**src/sv/ic_pkg.sv**
```systemverilog
package ic_pkg;

	localparam int unsigned ELEM_W  = 32;
	localparam int unsigned TOTAL_W = 13;
	localparam int unsigned COUNT_W = 8;
	localparam int unsigned SUM_W   = TOTAL_W + 1;

	localparam logic [TOTAL_W-1:0] TOTAL_MAX = '1;
	localparam logic [COUNT_W-1:0] COUNT_MAX = '1;

	typedef struct packed {
		logic signed [ELEM_W-1:0] value;
		logic                     is_last;
	} ic_in_t;

	typedef struct packed {
		logic [TOTAL_W-1:0] inversion_count;
		logic [COUNT_W-1:0] element_count;
		logic               overflow;
	} ic_out_t;

	// Control that travels with each element along the chain.
	typedef struct packed {
		logic valid;
		logic last;
		logic drop;
	} ic_ctrl_t;

endpackage

```
**src/sv/ic_cell.sv**
```systemverilog
module ic_cell #(
	parameter int unsigned IDX_W = 7,
	parameter int unsigned INDEX = 0
) (
	input  logic                             clk,
	input  logic                             arst_n,
	input  logic                             advance,
	input  ic_pkg::ic_ctrl_t                 ctrl_in,
	input  logic signed [ic_pkg::ELEM_W-1:0] value_in,
	input  logic [IDX_W-1:0]                 idx_in,
	input  logic [IDX_W-1:0]                 cnt_in,
	output ic_pkg::ic_ctrl_t                 ctrl_out,
	output logic signed [ic_pkg::ELEM_W-1:0] value_out,
	output logic [IDX_W-1:0]                 idx_out,
	output logic [IDX_W-1:0]                 cnt_out
);
	import ic_pkg::*;

	logic signed [ELEM_W-1:0] elem_q;
	ic_ctrl_t                 ctrl_q;
	logic signed [ELEM_W-1:0] value_q;
	logic [IDX_W-1:0]         idx_q;
	logic [IDX_W-1:0]         cnt_q;
	logic                     active;
	logic                     own;
	logic                     hit;

	assign active = ctrl_in.valid && !ctrl_in.drop;
	assign own    = active && (idx_in == IDX_W'(INDEX));
	assign hit    = active && (idx_in > IDX_W'(INDEX)) && (elem_q > value_in);

	always_ff @(posedge clk or negedge arst_n) begin
		if (!arst_n) begin
			ctrl_q <= '0;
		end else if (advance) begin
			ctrl_q <= ctrl_in;
		end
	end

	always_ff @(posedge clk) begin
		if (advance) begin
			value_q <= value_in;
			idx_q   <= idx_in;
			cnt_q   <= cnt_in + IDX_W'(hit);
			if (own) begin
				elem_q <= value_in;
			end
		end
	end

	assign ctrl_out  = ctrl_q;
	assign value_out = value_q;
	assign idx_out   = idx_q;
	assign cnt_out   = cnt_q;

endmodule

```
**config.mk**
```make
export PLATFORM = sky130hd
export DESIGN_NAME = ic_cell
export DESIGN_NICKNAME = d
export VERILOG_FILES = /design/src/sv/ic_pkg.sv /design/src/sv/ic_cell.sv
export SDC_FILE = /design/constraint.sdc
export NUM_CORES = 1
export LEC_CHECK = 0
export BUFFER_PORTS_ARGS = -buffer_cell sky130_fd_sc_hd__buf_2
export CAP_MARGIN = 20
export CORE_ASPECT_RATIO = 1.2
export CORE_UTILIZATION = 51
export CTS_CLUSTER_SIZE = 28
export DETAILED_ROUTE_END_ITERATION = 8
export PLACE_DENSITY = 0.86
export SETUP_SLACK_MARGIN = 0.05
export SLEW_MARGIN = 5
export SYNTH_ARGS = -nofsm -noshare
export SYNTH_HDL_FRONTEND = slang
export SYNTH_SLANG_ARGS = --single-unit
```
**constraint.sdc**
```tcl
create_clock -name clk -period 3.1 [get_ports clk]
set_input_delay 0.465 -clock clk [delete_from_list [all_inputs] [get_ports clk]]
set_output_delay 0.465 -clock clk [all_outputs]
set_load 0.03 [all_outputs]
```
* Yosys cells after proc, flatten, opt, wreduce, memory -nomap -nowiden
Cells that the tools add are included.
** Word-level totals
- Register bits after elaboration :: 81
- Latch bits :: 0
- Bits in writable memories :: 0
- ROM bits :: 0
- Bits of input ports :: 52
- Output and inout port bits :: 49
- Logic and storage cells :: 17
- Memories kept :: 0
** Operators by class
- Add/subtract/negate cells :: 1
- Multipliers :: 0
- Div/mod/pow operators :: 0
- $lt $le $gt $ge :: 2
- Equality and inequality tests :: 0
- Shift-type cells :: 0
- Mux-type cells :: 0
- Bitwise logic cells :: 0
- Reduce and logical (&&, ||, !) cells :: 7
** Operator list (number)
- $gt 32x32->1 :: 1
- $add 7x1->7 :: 1
- $gt 7x1->1 const B :: 1
- $logic_not 7->1 :: 1
- $logic_and 1x1->1 :: 4
- $reduce_and 2->1 :: 1
- $logic_not 1->1 :: 1

* Logic depth before layout (Yosys ltp)
Gate-level depths: netlist (run 1).
- Word-level depth :: 5
- Mapped depth :: 13
- Depth with buffers taken out :: 13

* Least setup slack after synthesis (run 1)
No wires, ideal clock.
- Kind :: input -> register
- From :: input value_in[14] in the netlist's numbering
- To :: register cnt_q[6], in the netlist cnt_out[6] (data pin)
- Setup time :: 258 ps
- Arrival time :: 2583 ps
- Data required time :: 2842 ps
- Path slack :: 259 ps
- Stages on the path :: 13
- Path buffers :: 0
- Path through :: inv_1 ha_1 a21oi_1 nand2_1 a221o_1 o31ai_2 a21oi_1 and3b_1 ha_1 ha_1 and3_1 nand3_1 xnor2_1
** On the way
- Longest elaborated chain between the ends :: 3
** Ends and longest elaborated chain
- start, declared :: RTL line ic_cell.sv:9 : input logic signed [ic_pkg::ELEM_W-1:0] value_in,
- $gt 32x32->1 :: RTL line ic_cell.sv:30 : assign hit = active && (idx_in > IDX_W'(INDEX)) && (elem_q > value_in);
- $logic_and 1x1->1 :: RTL line ic_cell.sv:30
- $add 7x1->7 :: RTL line ic_cell.sv:44 : cnt_q <= cnt_in + IDX_W'(hit);
- end signal, assigned :: RTL line ic_cell.sv:44
- end, declared :: RTL line ic_cell.sv:23 : logic [IDX_W-1:0] cnt_q;
Every way passes these cells.
A chain may end at the register's enable or synchronous reset.

* Final worst setup path (run 1)
- From :: register elem_q[14]
- To :: register cnt_q[6], in the netlist cnt_out[6] (data pin)
** On the way
- Longest elaborated chain between the ends :: 3
** Ends and longest elaborated chain
- start, declared :: RTL line ic_cell.sv:19 : logic signed [ELEM_W-1:0] elem_q;
- start signal, assigned :: RTL line ic_cell.sv:46 : elem_q <= value_in;
- $gt 32x32->1 :: RTL line ic_cell.sv:30
- $logic_and 1x1->1 :: RTL line ic_cell.sv:30
- $add 7x1->7 :: RTL line ic_cell.sv:44
Every way passes these cells.

==> qor.txt, run 1 <==
Most frequent cells in the layout = 100 x buf_2, 78 x edfxtp_1, 33 x inv_1, 32 x ha_1, 14 x a21oi_1
Initial antenna violation count = 0
Aggregate routed wire length = 6190 um
Via Count = 2123
Delay-heaviest family, CP = simple AND/OR/NAND/NOR gates
First-pass GRT wire length = 9620 um
Post-route setup slack = 0.228 ns
P_sw = 0.570 mW
CTS tree = yes
CTS max path bufs = 2
Max_cap viols = 0
Worst hold slack = 0.304 ns
CP Class = reg2reg
Iteration-0 DRC Markers = 78
Post-Syn Area = 3410 um2
Critical-path cell list = ha_4 > nand4_1 > nor4_2 > a21boi_2 > o31ai_4 > nand3_1 > and3b_1 > ha_2 > ha_1 > and3_4 > nand3_1 > xnor2_1
CTS H-tree lvls = 3
CP max stage cell = edfxtp_1
Initial Util = 52.8%
Crit start category = flip-flop
Synthesized Nets = 302
Worst vdd ir = 0.293 mV
Switching share of power = 24.7%
Period minus WS final = 2.87 ns
Netlist cell types = 27
Synth Register Bits = 81
Slew Viols, Final = 0
Dpl hpwl = 4510 um
Status = finished, final reports clean
Drt drc = 0
Clock-pin slew on the worst setup and hold paths = 0.08 ns
Clk network pwr share = 32.8%
Clock root buffer = clkbuf_8
Final setup vio count = 0
1st-pass router iterations = 4
Cell count after placement = 406
Fillers = 468
Setup TNS = 0 ns
Worst EP arrival = 2.98 ns
Setup Fix Bufs, Post-CTS = 0
Clock Sinks = 81
Final Net Count = 419
Critical path required time = 3.20 ns
Final std cells w/o fill = 423
Sequential share of power = 54.9%
Placed Area = 4050 um2
Total congestion overflow = 0
Syn Inst Count = 216
All-Layer GR Usage = 18.6%
Worst slack at placement = -0.0723 ns
Maximum fanout along the worst path = 3
Std-Cell Rows = 32
Antenna cells = 0
# IOs = 101
Latest clock arrival within the worst-skew pair = 0.34 ns
Internal cell power = 1.74 mW
WP buf/inv = 0
Fmax = 0.348 GHz
Post-route ant nets = 0
Synth Area per Inst = 15.8 um2
Pwr dens = 538 nW/um2
Vias in the first global route = 2158
Hold Path Class = in2reg
CTS buffer count = 9
Final Cell Area = 4290 um2
Measured slew at the worst slew-check pin = 0.473 ns
Drt wl/cell = 14.6 um
Leak pwr = 1.90 nW
Most common cell after layout, fill and taps aside = buf_2
Die area = 7010 um2
Die Y = 91.5 um
Slew HR = 68.2%
DR vias/cell = 5.02
Final Skew = 0.00832 ns
Crit end category = flip-flop
Largest net degree at the start of global routing = 33
Combinational power share = 12.3%
Hold Vio Cnt, Final = 0
Layout cells sized above 1 = 38.2%
Port Buffers = 100
Synth Warn # = 0
Unrepaired setup endpoints after global routing = false
Core Region = 6450 um2
Tcrit/Tclk final = 92.7%
GP Congestion = 0.784
CP peak stage delay = 0.42 ns
Syn-to-layout area delta = 26.0%
Sequential area share after synthesis = 71.0%
Width of the die = 76.6 um
Cell mode on critical path = nand3_1
-- cells in the mapped netlist --
cell | instances | area (um2)
mux2_2 | 3 | 33.8
nand4_1 | 4 | 25.0
ha_1 | 34 | 425
a221o_1 | 1 | 10.0
o31ai_2 | 1 | 12.5
and3b_1 | 2 | 17.5
dfrtp_1 | 3 | 75.1
nor2b_1 | 2 | 12.5
nor3_1 | 1 | 5.00
xnor2_1 | 3 | 26.3
a21boi_2 | 1 | 11.3
a21oi_1 | 14 | 70.1
a21o_1 | 3 | 22.5
nor2_1 | 1 | 3.75
xor2_1 | 2 | 17.5
and3_1 | 3 | 18.8
o31a_1 | 1 | 8.76
edfxtp_1 | 78 | 2340
nor4_1 | 2 | 12.5
inv_1 | 33 | 124
or4_1 | 1 | 7.51
and4_1 | 3 | 26.3
a221oi_1 | 1 | 8.76
nand2_1 | 7 | 26.3
nand3_1 | 7 | 35.0
o211ai_1 | 1 | 7.51
o21ai_0 | 4 | 20.0
-- worst reg2reg max path: cells and delay by family (launching register included) --
kind / cells / cell delay, ns
fa+ha+maj: 3 / 0.65
compound gates: 2 / 0.36
xor+xnor: 1 / 0.13
flops: 1 / 0.42
simple gates: 6 / 1.05
-- area by class of cell --
class	count	area, um2	area share, %
clock buffer	11	141	3.29
clock inverter	5	56.3	1.31
tap	85	106	2.48
multi-input combinational	102	900	21.0
sequential	81	2420	56.3
inverter	33	124	2.89
timing repair buffer	106	548	12.8
-- repair_timing --
action,4_1_cts,5_1_grt
resized for setup,0,6
endpoints found under the setup margin,0,2
endpoints found under the hold margin,3,0
hold buffers,1,0
-- layer usage --
layer  vias to the layer above  wire length (um)  part of all wire [%]  GRT usage [%]
li1                       1040                 -                     -              -
met1                      1001              2340                    38           19.8
met2                        71              3410                    55           32.9
met3                        11               311                   5.0           5.93
met4                         0               134                   2.2           8.97
met5                         -                 0                     0              0
-- cells by family (layout without fill, tap and decap cells) --
logic type	count (synthesis)	count (layout)	share of synthesized area (%)
AND/OR/NAND/NOR	33	33	5.58
flip-flops	81	81	71.0
AO/OA/AOI/OAI	27	27	5.03
adder cells (fa/ha/maj)	34	34	12.5
buffers and inverters	33	155	3.64
multiplexers	3	3	0.992
XOR/XNOR	5	5	1.29
-- power by group through the flow --
stage	Combinational, mW	Clock [mW]	Sequential (mW)
finish	0.283	0.758	1.27
global route	0.304	0.809	1.27
CTS	0.283	0.775	1.27
detailed placement	0.281	0	1.29
global placement	0.273	0	1.29
floorplan	0.0515	0	1.40
-- path summary, 6_finish.rpt --
check	from	endpoint	slack, ns	cells after the start
max reg2reg	elem_q[14]	cnt_out[6]	0.23	12
max	elem_q[14]	cnt_out[6]	0.23	12
min	idx_in[1]	idx_out[1]	0.30	1
min reg2reg	ctrl_out[0]	ctrl_out[0]	0.52	1
max in group asynchronous	arst_n	ctrl_out[1]	2.54	2
min in group asynchronous	arst_n	ctrl_out[0]	0.45	2
-- metrics by stage --
step	power (mW)	util, %
floorplan	1.45	-
global placement	1.57	62.8
detailed placement	1.57	62.8
CTS	2.33	66.1
global route	2.39	66.6
finish	2.31	66.6
-- flip-flops by register name (all words and copies together) (netlist names) --
name and count:
cnt_out 7, ctrl_out 3, elem_q 32, idx_out 7, value_out 32
Note: power is estimated with default switching activity, not from simulation.
==> inputs of run 2 (changes only) <==
ABC_CLOCK_PERIOD_IN_PS = 3100   (was not set)
PLACE_DENSITY = not set   (was 0.86)
PLACE_DENSITY_LB_ADDON = 0.3   (was not set)
==> qor.txt, run 2 (synthesis gave the netlist of run 1 again) <==
Crit end category = flip-flop
Cell count after placement = 407 (+0.25%)
Measured slew at the worst slew-check pin = 0.595 ns (+0.122 ns)
Final std cells w/o fill = 423 (unchanged)
Hold Path Class = in2reg
Latest clock arrival within the worst-skew pair = 0.34 ns (about the same)
CTS buffer count = 9 (unchanged)
Core Region = 6450 um2 (unchanged)
Drt wl/cell = 13.6 um (-7.2%)
CP peak stage delay = 0.37 ns (-0.05 ns)
Met3 usage = 4.02% (-1.9 points)
Die area = 7010 um2 (unchanged)
CP Class = reg2reg
# IOs = 101 (unchanged)
Largest net degree at the start of global routing = 27 (-18%)
Maximum fanout along the worst path = 3 (unchanged)
Clock root buffer = clkbuf_8
Final Net Count = 420 (+0.24%)
Dpl hpwl = 4180 um (-7.4%)
Hold Vio Cnt, Final = 0 (unchanged)
Drt drc = 0 (unchanged)
Layout cells sized above 1 = 36.7% (-1.5 points)
Tcrit/Tclk final = 90.8% (-1.8 points)
Post-route ant nets = 0 (unchanged)
Iteration-0 DRC Markers = 76 (-2.6%)
Vias in the first global route = 2044 (-5.3%)
Worst EP arrival = 2.92 ns (-0.06 ns)
Unrepaired setup endpoints after global routing = false
Pwr dens = 546 nW/um2 (+1.4%)
GR Util met1 = 20.3% (+0.42 points)
First-pass GRT wire length = 9200 um (-4.4%)
Worst vdd ir = 0.340 mV (+16%)
Initial antenna violation count = 0 (unchanged)
All-Layer GR Usage = 17.7% (-0.83 points)
Std-Cell Rows = 32 (unchanged)
Reg2Reg Setup Slack = 0.28 ns (+0.06 ns)
1st-pass router iterations = 4 (unchanged)
Initial Util = 52.8% (unchanged)
Most common cell after layout, fill and taps aside = buf_2
Slew Viols, Final = 0 (unchanged)
GP Congestion = 0.774 (-1.2%)
Met2 GRT Util = 29.8% (-3.1 points)
Period minus WS final = 2.82 ns (-0.0565 ns)
Clock Sinks = 81 (unchanged)
Max_cap viols = 0 (unchanged)
Tot Pwr = 2.34 mW (+1.2%)
Final setup vio count = 0 (unchanged)
Busiest layer in global routing = met2
Hold Path Stages = 1 (unchanged)
Delay-heaviest family, CP = simple AND/OR/NAND/NOR gates
CTS tree = yes
Port Buffers = 100 (unchanged)
CTS H-tree lvls = 3 (unchanged)
Aggregate routed wire length = 5750 um (-7.2%)
Width of the die = 76.6 um (unchanged)
Most frequent cells in the layout = 100 x buf_2, 78 x edfxtp_1, 34 x ha_1, 33 x inv_1, 13 x a21oi_1
Die Y = 91.5 um (unchanged)
WP buf/inv = 0 (unchanged)
DR vias/cell = 4.90 (-2.3%)
Crit start category = flip-flop
Via Count = 2074 (-2.3%)
Critical path depth in cells = 12 (unchanged)
Clock-pin slew on the worst setup and hold paths = 0.08 ns (about the same)
Status = finished, final reports clean
Cell mode on critical path = ha_1
Critical path required time = 3.20 ns (about the same)
CTS max path bufs = 2 (unchanged)
Antenna cells = 0 (unchanged)
Setup Fix Bufs, Post-CTS = 0 (unchanged)
FF-to-FF path depth = 12 (unchanged)
Critical-path cell list = ha_1 > nand4_1 > nor2_1 > a221o_1 > o31ai_4 > a21oi_1 > and3b_1 > ha_1 > ha_1 > and3_1 > nand3_1 > xnor2_1
Syn-to-layout area delta = 25.8%
CP max stage cell = edfxtp_1
Leak pwr = 1.91 nW (+0.50%)
Fmax = 0.355 GHz (+2.0%)
Total congestion overflow = 0 (unchanged)
Final Skew = 0.00682 ns (-0.00149 ns)
Slew HR = 60.3% (-7.9 points)
## run 2: path summary, 6_finish.rpt
kind                                    end        start
max in group asynchronous       ctrl_out[0]       arst_n
worst min-delay path             idx_out[1]    idx_in[1]
worst max register to register   cnt_out[6]   elem_q[14]
worst max-delay path             cnt_out[6]   elem_q[14]
min in group asynchronous       ctrl_out[1]       arst_n
worst min register to register  ctrl_out[2]  ctrl_out[2]
## run 2: timing repair
action | CTS | global route
hold buffers | 1 | 0
resized for setup | 0 | 3
endpoints found under the setup margin | 0 | 1
endpoints found under the hold margin | 3 | 0
## run 2: metrics by stage
| step | hold slack (ns) | cell area (um2) | setup TNS (ns) | utilization (%) | worst slack (ns) |
|---|---|---|---|---|---|
| finish | 0.301 | 4290 | 0 | 66.5 | 0.284 |
| floorplan | 0.169 | 3410 | 0 | - | 0.259 |
| global route | 0.291 | 4290 | 0 | 66.5 | 0.0498 |
| detailed placement | 0.265 | 4060 | -0.00916 | 62.9 | -0.00916 |
| CTS | 0.290 | 4270 | 0 | 66.2 | 0.250 |
| global placement | 0.262 | 4060 | 0 | 62.9 | 0.0286 |
## run 2: power by group
part | internal [mW] | switching, mW
Combinational | 0.0898 | 0.190
Sequential | 1.26 | 0.0114
Clock | 0.442 | 0.349
Total | 1.79 | 0.550
## run 2: worst register-to-register path, cell delays in order, from the launching register on
cell and delay (ns):
edfxtp_1 0.37, ha_1 0.32, nand4_1 0.17, nor2_1 0.07
a221o_1 0.35, o31ai_4 0.28, a21oi_1 0.09, and3b_1 0.22
ha_1 0.16, ha_1 0.15, and3_1 0.18, nand3_1 0.10
xnor2_1 0.13
## run 2: area by class of cell
class	instances	area [um2]
Tap cell	85	106
Fill cell	505	2160
Inverter	33	124
Clock buffer	10	128
Clock inverter	5	71.3
Multi-Input combinational cell	102	883
Timing Repair Buffer	107	556
Sequential cell	81	2420
## run 2: layer usage
metal / vias to the layer above / part of all wire [%]
li1: 1037 / -
met1: 963 / 41
met2: 59 / 52
met3: 15 / 4.5
met4: 0 / 2.8
met5: - / 0
