## src/sv/ic_pkg.sv

```systemverilog
package ic_pkg;

	localparam int unsigned ELEM_W  = 32;
	localparam int unsigned TOTAL_W = 13;
	localparam int unsigned COUNT_W = 8;
	localparam int unsigned SUM_W   = TOTAL_W + 1;

	localparam logic [TOTAL_W-1:0] TOTAL_MAX = '1;
	localparam logic [COUNT_W-1:0] COUNT_MAX = '1;

	typedef struct packed {
		logic signed [ELEM_W-1:0] value;
		logic                     is_last;
	} ic_in_t;

	typedef struct packed {
		logic [TOTAL_W-1:0] inversion_count;
		logic [COUNT_W-1:0] element_count;
		logic               overflow;
	} ic_out_t;

	// Control that travels with each element along the chain.
	typedef struct packed {
		logic valid;
		logic last;
		logic drop;
	} ic_ctrl_t;

endpackage

```

## src/sv/ic_tail.sv

```systemverilog
module ic_tail #(
	parameter int unsigned IDX_W  = 7,
	parameter int unsigned FILL_W = 8
) (
	input  logic             clk,
	input  logic             arst_n,
	input  logic             advance,
	input  ic_pkg::ic_ctrl_t ctrl_in,
	input  logic [IDX_W-1:0] cnt_in,
	output logic             result_valid,
	output ic_pkg::ic_out_t  result
);
	import ic_pkg::*;

	logic [TOTAL_W-1:0]        total_q;
	logic [FILL_W-1:0]         count_q;
	logic                      ovf_q;
	logic                      valid_q;
	ic_out_t                   result_q;
	logic [SUM_W-1:0]          sum;
	logic [TOTAL_W-1:0]        total_nx;
	logic [FILL_W-1:0]         count_nx;
	logic [FILL_W+COUNT_W-1:0] count_ext;
	logic                      ovf_nx;

	always_comb begin
		sum = {1'b0, total_q} + SUM_W'(cnt_in);
		if (ctrl_in.drop) begin
			total_nx = total_q;
			count_nx = count_q;
		end else begin
			total_nx = (sum > SUM_W'(TOTAL_MAX)) ? TOTAL_MAX : sum[TOTAL_W-1:0];
			count_nx = count_q + FILL_W'(1);
		end
		ovf_nx    = ovf_q || ctrl_in.drop;
		count_ext = {{COUNT_W{1'b0}}, count_nx};
	end

	always_ff @(posedge clk or negedge arst_n) begin
		if (!arst_n) begin
			total_q <= '0;
			count_q <= '0;
			ovf_q   <= 1'b0;
			valid_q <= 1'b0;
		end else if (advance) begin
			valid_q <= ctrl_in.valid && ctrl_in.last;
			if (ctrl_in.valid) begin
				if (ctrl_in.last) begin
					total_q <= '0;
					count_q <= '0;
					ovf_q   <= 1'b0;
				end else begin
					total_q <= total_nx;
					count_q <= count_nx;
					ovf_q   <= ovf_nx;
				end
			end
		end
	end

	always_ff @(posedge clk) begin
		if (advance && ctrl_in.valid && ctrl_in.last) begin
			result_q.inversion_count <= total_nx;
			result_q.element_count   <= (count_ext > (FILL_W+COUNT_W)'(COUNT_MAX)) ?
				COUNT_MAX : count_ext[COUNT_W-1:0];
			result_q.overflow        <= ovf_nx;
		end
	end

	assign result_valid = valid_q;
	assign result       = result_q;

endmodule

```

## config.mk

```make
export PLATFORM = sky130hd
export DESIGN_NAME = ic_tail
export DESIGN_NICKNAME = d
export VERILOG_FILES = /design/src/sv/ic_pkg.sv /design/src/sv/ic_tail.sv
export SDC_FILE = /design/constraint.sdc
export NUM_CORES = 1
export LEC_CHECK = 0
export ABC_AREA = 1
export BUFFER_PORTS_ARGS = -buffer_cell sky130_fd_sc_hd__buf_2
export CORE_MARGIN = 5
export CORE_UTILIZATION = 44
export DETAILED_ROUTE_END_ITERATION = 10
export MAX_ROUTING_LAYER = met4
export PLACE_DENSITY = 0.66
export SLEW_MARGIN = 0
export SYNTH_ARGS = -nofsm -noshare
export SYNTH_HDL_FRONTEND = slang
export SYNTH_SLANG_ARGS = --single-unit
```

## constraint.sdc

```tcl
create_clock -name clk -period 2.3 [get_ports clk]
set_input_delay 0.46 -clock clk [delete_from_list [all_inputs] [get_ports clk]]
set_output_delay 0.46 -clock clk [all_outputs]
set_load 0.05 [all_outputs]
```

; ---- Word-level counts from Yosys, hierarchy flattened
; Cells that the tools add are included.
[totals]
out_inout_bits = 23
inputBits = 13
register_bits = 45
[op_classes]
add_sub_neg = 2
muxes = 6
n_lt_le_gt_ge = 2
reduce_logical = 5
[op_table]
columns = op, n
row1 = 13-bit two-way mux, 3
row2 = 8-bit two-way mux, 2
row3 = 13-bit by 7-bit adder with 14-bit output, 1
row4 = "14-bit by 13-bit greater-than comparator with 1-bit output, second input constant", 1
row5 = "8-bit by 1-bit adder with 8-bit output, second input constant", 1
row6 = "8-bit greater-than comparator, second input constant", 1
row7 = 1-bit logical AND, 3
row8 = 2-bit AND reduction, 1
row9 = 1-bit logical OR, 1
row10 = 1-bit two-way mux, 1

; ---- Longest topological paths before layout
; Gate-level depths: netlist (run 1).
[depth]
depth_word = 5
mapped_depth = 13
mapped_depth_nobuf = 13

; ---- Worst setup path after synthesis (run 1)
; No wires, ideal clock.
[synth_timing]
kind = input to register
start = in advance
end = reg result_q, in the netlist result[0] (enable)
path_buffers = 1
arrival_ps = 1740
slack_ps = 160
cell_stages = 3
cell_sequence = nand2_2 clkbuf_1 nor2_1
[synth_via]
elab_chain_cells = 2
[synth_lines]
columns = item, line_no
row1 = start: declaration, ic_tail.sv:7  ; input logic advance,
row2 = 1-bit logical AND (2 in series), ic_tail.sv:62  ; if (advance && ctrl_in.valid && ctrl_in.last) begin
row3 = end: declaration, ic_tail.sv:19  ; ic_out_t result_q;
; Every way passes these cells.
; A chain may end at the register's enable or synchronous reset.

; ---- Final worst setup path (run 1)
[layout_timing]
start = reg total_q[0]
end = reg result_q, in the netlist result[19] (data pin)
[layout_via]
elab_chain_cells = 4
[layout_lines]
columns = item, line_no
row1 = start: declaration, ic_tail.sv:15  ; logic [TOTAL_W-1:0] total_q;
row2 = start signal: assignment, ic_tail.sv:53  ; total_q <= total_nx;
row3 = 13-bit by 7-bit adder with 14-bit output *, ic_tail.sv:27  ; sum = {1'b0, total_q} + SUM_W'(cnt_in);
row4 = 14-bit by 13-bit greater-than comparator with 1-bit output, ic_tail.sv:32  ; total_nx = (sum > SUM_W'(TOTAL_MAX)) ? TOTAL_MAX : sum[TOTAL_W-1:0];
row5 = 13-bit two-way mux *, ic_tail.sv:32
row6 = 13-bit two-way mux *, ic_tail.sv:28  ; if (ctrl_in.drop) begin
row7 = named net total_nx[10], ic_tail.sv:21  ; logic [TOTAL_W-1:0] total_nx;
; Mark *: on every way through the listed nets, which the timed path passes. The rest lies on a longest branch.

==> results of run 1 <==
## logic make-up after synthesis
kind of cell,count (synthesis),synth area share (%)
simple gates,143,28.5
compound gates,23,6.32
fa+ha+maj,9,4.85
flops,45,49.9
buf+inv,49,7.93
xor+xnor,7,2.48
## placed cells by master, fill, tap and decap left out, types with 2 or more instances in the layout
cell,instances
clkbuf_8,5
a31oi_1,3
o21ai_0,3
nand3_2,5
nand3_1,18
nand3b_1,5
o21ai_1,2
a21oi_1,3
nand4_1,5
nor2_1,13
o21ai_2,2
o22ai_1,5
buf_4,4
edfxtp_1,22
a22o_1,2
xor2_1,6
nor2_2,3
ha_1,8
buf_2,35
dfrtp_1,23
inv_1,42
nand2_1,80
nand2_2,5
## per-stage QoR
step	utilization (%)	setup slack, ns	instance area, um2	instances
final	52.6	0.247	2880	391
after CTS	52.6	0.251	2880	391
after global routing	52.6	0.0761	2880	391
after detailed placement	50.5	0.124	2760	383
after global placement	50.5	0.165	2760	383
after floorplan	-	0.160	2480	276
## layer usage
metal,wire [um],vias to the layer above,GRT usage [%]
met1,2420,868,20.5
met4,56,0,4.75
li1,-,980,-
met2,2420,47,25.0
met3,228,4,2.91
met5,0,-,-
## worst register-to-register path, cell delays in order (launching register included)
cell and delay, ns:
dfrtp_1 0.38, ha_1 0.17, inv_1 0.06, fa_1 0.41, inv_1 0.08, nand2_1 0.05, nand2_1 0.07, nand3_1 0.13
nand2_1 0.21, nand3_1 0.09, nand2_1 0.08, nand3_2 0.08
## sequential cells by signal, summed over array words and instances (netlist names)
name,flops
count_q,8
total_q,13
result_valid,1
result,22
ovf_q,1
## worst max path at each step
stage / start / to / cells past startpoint / slack (ns)
2_1_floorplan: advance / result[0]$_DFFE_PP_ / 3 / 0.16
3_3_place_gp: cnt_in[0] / result[21]$_DFFE_PP_ / 12 / 0.17
3_5_place_dp: cnt_in[0] / result[19]$_DFFE_PP_ / 12 / 0.12
4_1_cts: total_q[0]$_DFFE_PN0P_ / result[19]$_DFFE_PP_ / 11 / 0.25
5_1_grt: total_q[0]$_DFFE_PN0P_ / result[21]$_DFFE_PP_ / 11 / 0.08
6_report: total_q[0]$_DFFE_PN0P_ / result[19]$_DFFE_PP_ / 11 / 0.25
## power by group through the flow
stage	sequential (uW)	combinational (uW)	clock, uW
after global placement	946	404	0
final	930	411	604
after global routing	937	462	658
after CTS	930	417	632
after floorplan	994	263	0
after detailed placement	947	414	0
## layout make-up
cell class	instances	area [um2]	share of cell area [%]
Sequential cell	45	1240	42.9
Multi-Input combinational cell	182	1050	36.3
Timing Repair Buffer	40	225	7.82
Inverter	44	166	5.78
Tap cell	72	90.1	3.13
Clock buffer	5	68.8	2.39
Clock inverter	3	46.3	1.61
==> flow_metrics.env, run 1 <==
export IMPL_drc=0
export IMPL_clock_path_buffers=2
export IMPL_cp_cell_sequence="ha_1 -> inv_1 -> fa_1 -> inv_1 -> nand2_1 -> nand2_1 -> nand3_1 -> nand2_1 -> nand3_1 -> nand2_1 -> nand3_2"
export IMPL_peakVddDrop_uv=265
export IMPL_fp_dieW_um=85.0
export IMPL_p_sw_uw=584
export IMPL_htree_num_levels=2
export IMPL_hpwl_mm=3.74
export IMPL_die_h_um=85.0
export IMPL_timing_final_crit_share_pct=89.2
export IMPL_rrSetupSlack_ns=0.25
export IMPL_tightest_slew_ns=0.572
export IMPL_row_count=27
export IMPL_power_uw=1950
export IMPL_whs_ns=0.145
export IMPL_cts_tree="built"
export IMPL_area_growth_syn_to_layout_pct=16.3
export IMPL_synth_most_common_cell="nand2_1"
export IMPL_ys_warnings_count=0
export IMPL_wl_mm=5.13
export IMPL_synth_edf_count=22
export IMPL_post_cts_buffers=0
export IMPL_grt_pass1_vias=1902
export IMPL_initial_core_util_pct=45.2
export IMPL_maxCapViolations=0
export IMPL_ys_types=39
export IMPL_worstHoldPathType="input pin to async pin"
export IMPL_crit_fanout=6
export IMPL_synth_seq_cells=45
export IMPL_p_clk_share_pct=31.0
export IMPL_antenna_found_initial=0
export IMPL_grt_pass1_wl_mm=8.76
export IMPL_synth_top_area_share_pct=26.7
export IMPL_synth_top_area_cell="edfxtp_1"
export IMPL_r2r_end="result[19]$_DFFE_PP_"
export IMPL_synth_cells=276
export IMPL_hold_viol_final=0
export IMPL_drv_slew=0
export IMPL_yosys_top_cells_area="edfxtp_1 27%, dfrtp_1 23%, nand2_1 12%"
export IMPL_rr_startpoint="total_q[0]$_DFFE_PN0P_"
export IMPL_die_area_um2=7230
export IMPL_cpPeakStageDelay_ns=0.41
export IMPL_p_int_uw=1360
export IMPL_wl_per_cell_um=13.1
export IMPL_syn_num_nets=298
export IMPL_grt_overflow=0
export IMPL_fill_cells=536
export IMPL_power_density_nw_per_um2=676
export IMPL_tns_ns=0
export IMPL_total_leakage_power_uw=0.00144
export IMPL_critPathSlowestCell="fa_1"
export IMPL_p_seq_share_pct=47.8
export IMPL_synth_common_cells="80 x nand2_1, 42 x inv_1, 23 x dfrtp_1, 22 x edfxtp_1, 18 x nand3_1"
export IMPL_numCtsBuffers=5
export IMPL_core_um2=5470
export IMPL_drive_above_1_share_pct=22.6
export IMPL_ys_flop_type="dfrtp_1"
export IMPL_crit_top_cell="nand2_1"
export IMPL_drt_iter0_drc=107
export IMPL_cp_start_kind="register"
export IMPL_syn_area_per_cell_um2=8.97
export IMPL_cts_resized=0
export IMPL_nets=340
export IMPL_skew_ns=0.00977
export IMPL_antenna_cells=0
export IMPL_arrival_ns=2.10
export IMPL_clock_fmax_mhz=487
export IMPL_dr_pass1_iters=5
export IMPL_io_pin_count=36
export IMPL_p_sw_share_pct=30.0
export IMPL_crit_buf_inv=2
export IMPL_min_period_ns=2.05
export IMPL_cp_required_ns=2.35
export IMPL_place_gp_congestion=0.796
export IMPL_rsz0062_at_grt="false"
export IMPL_cts_hold_buf=0
export IMPL_port_buffers=35
export IMPL_critPathTopFamily="simple AND/OR/NAND/NOR gates"
export IMPL_outcome="complete, no violations"
export IMPL_worst_r2r_cell_count=11
export IMPL_grtUsageTotal_pct=15.7
export IMPL_vias=1899
export IMPL_p_comb_share_pct=21.1
export IMPL_viasPerCell=4.86
export IMPL_slew_limit_headroom_pct=61.9
export IMPL_ys_seq_area_share_pct=49.9
export IMPL_grt_max_degree=24
export IMPL_antenna_left=0
export IMPL_critPathKind="register to register"
export IMPL_worst_setup_path_end_kind="register"
export IMPL_synthArstFlopShare_pct=51.1
export IMPL_clockRootBuffer="clkbuf_8"
export IMPL_clk_latency_ns=0.30
export IMPL_finalSetupViolations=0
export IMPL_clk_pin_slew_ns=0.09
export IMPL_synth_area_um2=2480
export IMPL_cts_sinks=45
(Power assumes the default switching activity.)
==> run 2, diff against run 1 <==
Settings changed: PLACE_DENSITY 0.66 to default, PLACE_DENSITY_LB_ADDON from default to 0.05.
==> run 2 against run 1 <==
  * Die area stayed put
  * Register-to-register slack better by 0.04 ns
  * Fmax is 1.8% higher
  * Global-route usage is 0.60 points lower
  * First-iteration DRC count is 4.7% lower
  * Utilization is 0.66 points lower
  * Flip-flop and latch count stayed put
  * Clock power is 18% lower
  * Clock skew is 0.0022 ns lower
  * Setup slack better by 0.036 ns
  * Final area is 1.3% lower
==> flow_metrics.env, run 2 (synthesized netlist as in run 1, its figures left out) <==
export IMPL_outcome="complete, no violations"
export IMPL_rsz0062_at_grt="false"
export IMPL_cts_resized=0
export IMPL_grt_util_met1_pct=21.3
export IMPL_crit_fanout=6
export IMPL_drt_iter0_drc=102
export IMPL_tightest_slew_ns=0.558
export IMPL_grtUsageMet2_pct=21.5
export IMPL_rr_startpoint="total_q[0]$_DFFE_PN0P_"
export IMPL_clock_fmax_mhz=496
export IMPL_worstHoldPathType="input pin to async pin"
export IMPL_antenna_cells=0
export IMPL_rrSetupSlack_ns=0.28
export IMPL_path_depth=11
export IMPL_initial_core_util_pct=45.2
export IMPL_largest_register_ffs=22
export IMPL_cp_cell_sequence="ha_1 -> inv_1 -> fa_1 -> inv_1 -> nand2_1 -> nand2_1 -> nand3_1 -> nand2_1 -> nand3_1 -> nand2_1 -> nand3_2"
export IMPL_htree_num_levels=2
export IMPL_layout_setup_ws_ns=0.283
export IMPL_busiest_layer="met2"
export IMPL_finalSetupViolations=0
export IMPL_cp_start_kind="register"
export IMPL_die_h_um=85.0
export IMPL_fp_dieW_um=85.0
export IMPL_cts_hold_buf=0
export IMPL_clock_path_buffers=2
export IMPL_drive_above_1_share_pct=22.6
export IMPL_cts_sinks=45
export IMPL_viasPerCell=4.82
export IMPL_fill_cells=558
export IMPL_crit_end="result[19]$_DFFE_PP_"
export IMPL_layout_commonest_cell="nand2_1"
export IMPL_tns_ns=0
export IMPL_critPathSlowestCell="fa_1"
export IMPL_p_sw_share_pct=31.7
export IMPL_p_seq_share_pct=50.8
export IMPL_post_cts_buffers=0
export IMPL_port_buffers=35
export IMPL_timing_final_crit_share_pct=87.7
export IMPL_drc=0
export IMPL_nets=340
export IMPL_place_gp_congestion=0.817
export IMPL_core_um2=5470
export IMPL_critPathTopFamily="simple AND/OR/NAND/NOR gates"
export IMPL_power_density_nw_per_um2=644
export IMPL_arrival_ns=2.06
export IMPL_clockRootBuffer="clkbuf_8"
export IMPL_grt_max_degree=24
export IMPL_die_area_um2=7230
export IMPL_p_int_uw=1250
export IMPL_vias=1884
export IMPL_cp_required_ns=2.34
export IMPL_startpoint="total_q[0]$_DFFE_PN0P_"
export IMPL_antenna_found_initial=0
export IMPL_cpPeakStageDelay_ns=0.40
export IMPL_pre_cts_ws_ns=0.100
export IMPL_p_clk_share_pct=27.0
export IMPL_numCtsBuffers=5
export IMPL_wl_mm=4.86
export IMPL_p_sw_uw=580
export IMPL_total_leakage_power_uw=0.00143
export IMPL_clk_latency_ns=0.30
export IMPL_crit_buf_inv=2
export IMPL_row_count=27
export IMPL_critPathKind="register to register"
export IMPL_grt_pass1_vias=1730
export IMPL_min_period_ns=2.02
export IMPL_hpwl_mm=3.65
export IMPL_grtUsageTotal_pct=15.1
export IMPL_worst_setup_path_end_kind="register"
export IMPL_crit_top_cell="nand2_1"
export IMPL_grt_pass1_wl_mm=8.47
export IMPL_area_growth_syn_to_layout_pct=14.8
export IMPL_peakVddDrop_uv=368
export IMPL_skew_ns=0.00753
export IMPL_slew_limit_headroom_pct=62.8
export IMPL_hold_viol_final=0
export IMPL_drv_slew=0
export IMPL_dr_pass1_iters=4
export IMPL_io_pin_count=36
export IMPL_wl_per_cell_um=12.4
export IMPL_clk_pin_slew_ns=0.09
export IMPL_cts_tree="built"
export IMPL_maxCapViolations=0
export IMPL_antenna_left=0
export IMPL_layout_common_cells="80 x nand2_1, 42 x inv_1, 35 x buf_2, 23 x dfrtp_1, 22 x edfxtp_1"
export IMPL_globalRouteMet3Util_pct=3.30
export IMPL_grt_overflow=0
export IMPL_worst_r2r_cell_count=11
export IMPL_r2r_end="result[19]$_DFFE_PP_"
export IMPL_p_comb_share_pct=22.1
## run 2: how the worst min path moves through the flow
stage | start | endpoint | cells after the start
finish | arst_n | total_q[11]$_DFFE_PN0P_ | 1
global route | arst_n | count_q[7]$_DFFE_PN0P_ | 1
CTS | arst_n | count_q[7]$_DFFE_PN0P_ | 1
detailed placement | arst_n | total_q[8]$_DFFE_PN0P_ | 1
global placement | arst_n | total_q[8]$_DFFE_PN0P_ | 1
floorplan | arst_n | count_q[0]$_DFFE_PN0P_ | 0
## run 2: routing by layer
layer	wire length, um	vias to the layer above
li1	-	985
met1	2390	861
met2	2220	32
met3	183	6
met4	73	0
met5	0	-
## run 2: worst reg2reg max path, delay by kind of cell (launching register included)
family,cells,cell delay (ns)
fa+ha+maj,2,0.57
buf+inv,2,0.12
simple gates,7,0.71
flops,1,0.36
## run 2: cell type report
cell class | instances | area (um2) | area share (%)
clock inverters | 3 | 22.5 | 0.792
multi-input cells | 182 | 1050 | 36.8
flip-flops and latches | 45 | 1240 | 43.5
well taps | 72 | 90.1 | 3.17
inverters | 44 | 166 | 5.85
repair buffers | 40 | 213 | 7.48
clock buffers | 5 | 68.8 | 2.42
## run 2: power groups by stage
stage	combinational [uW]	sequential (uW)	clock [uW]
after floorplan	263	994	0
after global placement	405	946	0
after detailed placement	409	947	0
after CTS	411	930	514
after global routing	463	938	555
final	405	930	494
## run 2: per-stage QoR
| step | cell area [um2] | util [%] | total power [uW] | std cells | hold slack [ns] |
|---|---|---|---|---|---|
| final | 2840 | 51.9 | 1830 | 391 | 0.142 |
| after global routing | 2840 | 51.9 | 1960 | 391 | 0.169 |
| after CTS | 2840 | 51.9 | 1860 | 391 | 0.152 |
| after detailed placement | 2750 | 50.3 | 1360 | 383 | 0.488 |
| after global placement | 2750 | 50.3 | 1350 | 383 | 0.492 |
| after floorplan | 2480 | - | 1260 | 276 | 0.164 |
